`src/rtl/mdc_pkg.sv`:
```
// shared constants, types and codes of the double-centering block
// no dependencies; imported by the interfaces, the divider, the top level and the checker
package mdc_pkg;

  localparam int MAX_SIZE = 16;
  localparam int IDX_W    = $clog2(MAX_SIZE);
  localparam int ADDR_W   = 2 * IDX_W;
  localparam int DEPTH    = MAX_SIZE * MAX_SIZE;
  localparam int SIZE_W   = 5;
  localparam int VAL_W    = 32;
  localparam int ROW_W    = VAL_W + IDX_W;
  localparam int TOT_W    = VAL_W + ADDR_W;
  localparam int NN_W     = $clog2(DEPTH + 1);
  // n*n*h, n*row, n*col and total summed, plus headroom for the sign
  localparam int NUM_W    = VAL_W + ADDR_W + 3;
  localparam int CNT_W    = $clog2(NUM_W + 1);

  localparam logic signed [VAL_W-1:0] SAT_MAX = {1'b0, {(VAL_W-1){1'b1}}};
  localparam logic signed [VAL_W-1:0] SAT_MIN = {1'b1, {(VAL_W-1){1'b0}}};

  typedef enum logic {
    OP_LOAD = 1'b0,
    OP_READ = 1'b1
  } mdc_op_t;

  typedef struct packed {
    logic              start;
    logic [NUM_W-1:0]  dividend;
    logic [NN_W-1:0]   divisor;
  } mdc_div_req_t;

  typedef struct packed {
    logic              done;
    logic [NUM_W-1:0]  quotient;
  } mdc_div_rsp_t;

endpackage

```
`src/rtl/mdc_div.sv`:
```
// restoring unsigned divider, one quotient bit per cycle
// depends on mdc_pkg for widths and the request/response structs
module mdc_div import mdc_pkg::*; (
  input  logic         clk,
  input  logic         rst,
  input  mdc_div_req_t req,
  output mdc_div_rsp_t rsp
);

  logic             busy;
  logic             done;
  logic [CNT_W-1:0] cnt;
  logic [NUM_W-1:0] quo;
  logic [NN_W-1:0]  rem;
  logic [NN_W-1:0]  divisor;

  logic [NN_W:0]    rem_sh;
  logic             ge;
  logic [NN_W:0]    rem_sub;

  always_comb begin
    rem_sh  = {rem, quo[NUM_W-1]};
    ge      = rem_sh >= {1'b0, divisor};
    rem_sub = rem_sh - {1'b0, divisor};
  end

  always_ff @(posedge clk) begin
    if (rst) begin
      busy <= 1'b0;
      done <= 1'b0;
    end else begin
      done <= 1'b0;
      if (req.start) begin
        busy    <= 1'b1;
        quo     <= req.dividend;
        divisor <= req.divisor;
        rem     <= '0;
        cnt     <= CNT_W'(NUM_W);
      end else if (busy) begin
        rem <= ge ? rem_sub[NN_W-1:0] : rem_sh[NN_W-1:0];
        quo <= {quo[NUM_W-2:0], ge};
        cnt <= cnt - 1'b1;
        if (cnt == CNT_W'(1)) begin
          busy <= 1'b0;
          done <= 1'b1;
        end
      end
    end
  end

  assign rsp.done     = done;
  assign rsp.quotient = quo;

endmodule

```
`config.mk`:
```
export PLATFORM = sky130hd
export DESIGN_NAME = mdc_div
export DESIGN_NICKNAME = d
export VERILOG_FILES = /design/src/rtl/mdc_pkg.sv /design/src/rtl/mdc_div.sv
export SDC_FILE = /design/constraint.sdc
export NUM_CORES = 1
export LEC_CHECK = 0
export BUFFER_PORTS_ARGS = -buffer_cell sky130_fd_sc_hd__buf_2
export CAP_MARGIN = 10
export CORE_ASPECT_RATIO = 1.1
export CORE_MARGIN = 5
export CORE_UTILIZATION = 51
export DETAILED_ROUTE_END_ITERATION = 7
export PLACE_DENSITY_LB_ADDON = 0.12
export SLEW_MARGIN = 10
export SYNTH_ARGS = -nofsm -noshare
export SYNTH_HDL_FRONTEND = slang
export SYNTH_SLANG_ARGS = --single-unit
```
`constraint.sdc`:
```
create_clock -name clk -period 4.12 [get_ports clk]
set_input_delay 0.206 -clock clk [delete_from_list [all_inputs] [get_ports clk]]
set_output_delay 0.206 -clock clk [all_outputs]
set_load 0.02 [all_outputs]
```
==> results.cfg <==
[sta]
worst_slew_pin_slew_ns = 0.958
fin_tns_setup_ns = 0
maxSlewHeadroom_pct = 35.9
max_freq_ghz = 0.396
rsz0062_at_grt = no
post-route-period-util_pct = 61.3
skew_ns = 0.00403
period_needed_ns = 2.53
slew_violations = 0
setup_violations = 0
hold_violations = 0

[clocking]
htreeDepth = 3
cts_hold_buf = 0
post_cts_buffers = 0
clockBufferDepth = 2
cts_tree = built
cts_buffers = 9
clkTransAtPathRegs_ns = 0.07
clock-root-buffer = clkbuf_8
worst_skew_pair.late_latency_ns = 0.33
clock_sinks = 69
cts_resized = 0

[grt]
grt_pass1_vias = 2261
grt_max_degree = 32
antenna_found_initial = 0
grt_use_total_pct = 17.3
grt-ovfl-total = 0
grt_pass1_wl_um = 10700

[drt]
wl_per_cell_um = 16.3
vias_per_cell = 5.25
ant_nets = 0
drt_first_pass_iters = 5
num_vias = 2182
dr.first_iter.drc_count = 99
totalWireLength_um = 6780
drc_errors = 0

[layout]
regArea_mm2 = 0.00205
antenna_cells = 0
final_layout_size_suffix_gt1_share_pct = 48.5
design_area_mm2 = 0.00401
nFillCells = 522
nNetsFinal = 399
multiInputGateArea_mm2 = 0.00114
syn2layout_area_growth_pct = 22.0

[yosys]
ys_warn_count = 0
synth_area_leaders = edfxtp_1 (61%), mux2_2 (15%), ha_1 (4.2%), nand2_1 (2.1%), inv_1 (1.6%)
synth-main-ff-cell = edfxtp_1
synth-seq-cells = 69
seq_area_frac_synth_pct = 62.5
ys_types = 39
syn_area_mm2 = 0.00328
synth_edf_count = 67
post-synth-top-count-cell = edfxtp_1
postSynthAreaPerCell_um2 = 14.5
synthArstFlopShare_pct = 0
yosysTopAreaCellShare_pct = 61.3
synth_common_cells = edfxtp_1 (67), mux2_2 (43), nand2_1 (18)
synth_top_area_cell = edfxtp_1
syn-instance-count = 227
synth_nets = 294

[floorplanning]
start_util_pct = 52.7
ios = 99
coreArea_mm2 = 0.00623
die_area_mm2 = 0.00814
rows = 30
die_x_um = 86.5
die_h_um = 94.2

[pwr]
swShare_pct = 26.4
power_frac_seq_pct = 53.9
p_comb_share_pct = 17.9
leakage_uw = 0.00164
ir_drop_v = 0.000246
powerDensity_mw_per_mm2 = 398
clkPwrFrac_pct = 28.3
p_sw_uw = 421
internal_power_uw = 1170

[setup_path]
crit_slowest_cell = edfxtp_1
cp-end-kind = register
cp_cell_sequence = inv_1 -> ha_1 -> inv_1 -> fa_1 -> a21o_1 -> a221oi_2 -> o211ai_2 -> mux2_2
arrival_ns = 2.61
crit_type = register to register
r2r_slack_ns = 1.59
critPathRequiredTime_ns = 4.21
start_kind = register
max_stage_delay_ns = 0.40
crit_fanout = 10
cpMostUsedCell = inv_1

[place]
dpl.hpwl_um = 4820
postPlaceCellArea_mm2 = 0.00386
port_buffers = 98
gp_congestion = 0.813

[min_path]
hold_path_class = input port to register

[outcome]
status = completed

[run]
drv_cap = 0
cell usage in the layout (no fill, tap or decap), types with 2 or more instances in the layout:
cell and n:
buf_2 98, edfxtp_1 67, mux2_2 43, nand2_1 18, inv_1 14, nor2_1 12, ha_1 11, clkbuf_8 9
a21oi_1 8, xnor2_1 5, a211oi_1 4, nand3_1 3, o21ai_0 3, clkbuf_1 3, buf_4 3, a21o_2 2
nand2b_1 2, nor3_1 2, xor2_1 2, o21bai_1 2, nand3b_1 2, dfxtp_1 2, clkinv_2 2
final cells by class:
cell class | instances | area share [%]
clock buffer | 12 | 3.37
inverter | 14 | 1.31
clock inverter | 3 | 0.344
timing repair buffer | 101 | 12.8
sequential | 69 | 51.2
tap | 80 | 2.50
multi-input combinational | 137 | 28.4
metrics by stage:
step	cells	power, uW	hold slack [ns]	util, %	worst slack (ns)
finish	416	1590	0.0466	64.3	1.59
global route	416	1670	0.0205	64.3	1.41
CTS	416	1610	0.0259	64.3	1.59
detailed placement	401	1160	0.385	61.9	1.59
global placement	401	1150	0.384	61.9	1.64
floorplan	227	1070	0.278	-	0.447
worst max-delay path, delay by kind of cell, from the launching register on:
| kind | cells | cell delay, ns |
|---|---|---|
| fa+ha+maj | 2 | 0.54 |
| mux | 1 | 0.35 |
| compound gates | 3 | 0.86 |
| buf+inv | 2 | 0.12 |
| flops | 1 | 0.40 |
power groups by stage:
stage	clock, uW	sequential, uW	combinational [uW]
6_report	450	857	285
5_1_grt	497	863	314
4_1_cts	460	858	288
3_5_place_dp	0	872	287
3_3_place_gp	0	870	281
2_1_floorplan	0	906	163
metal layers:
layer	vias up	global-route usage (%)	share of wire, %
met5	-	0	0
met3	11	5.53	6.6
li1	1061	-	-
met1	1042	22.1	43
met4	0	8.70	2.1
met2	68	26.4	49
cell families (layout without fill, tap and decap cells):
group	after synthesis	in the layout	share of synthesized area (%)
xor gates and xnor gates	7	7	1.87
DFF	69	69	62.5
adders and majority gates	12	12	4.80
and+or+nand+nor	47	47	6.82
buffers and inverters	21	130	3.05
AOI/OAI and AO/OA	28	28	6.21
muxes	43	43	14.7
registers in the layout, summed over array words and instances (netlist names):
register,cells
divisor,9
rem,9
done,1
quo,43
busy,1
cnt,6
path summary, 6_finish.rpt:
path,start,end,cells after the start
setup / recovery,quo[42]$_DFFE_PP_,quo[0]$_DFFE_PP_,8
hold / removal,req[0],divisor[0]$_DFFE_PP_,1
setup reg to reg,quo[42]$_DFFE_PP_,quo[0]$_DFFE_PP_,8
hold reg to reg,busy$_SDFF_PP0_,done$_SDFF_PP0_,1
No activity file was read; power rests on OpenSTA's default activity.
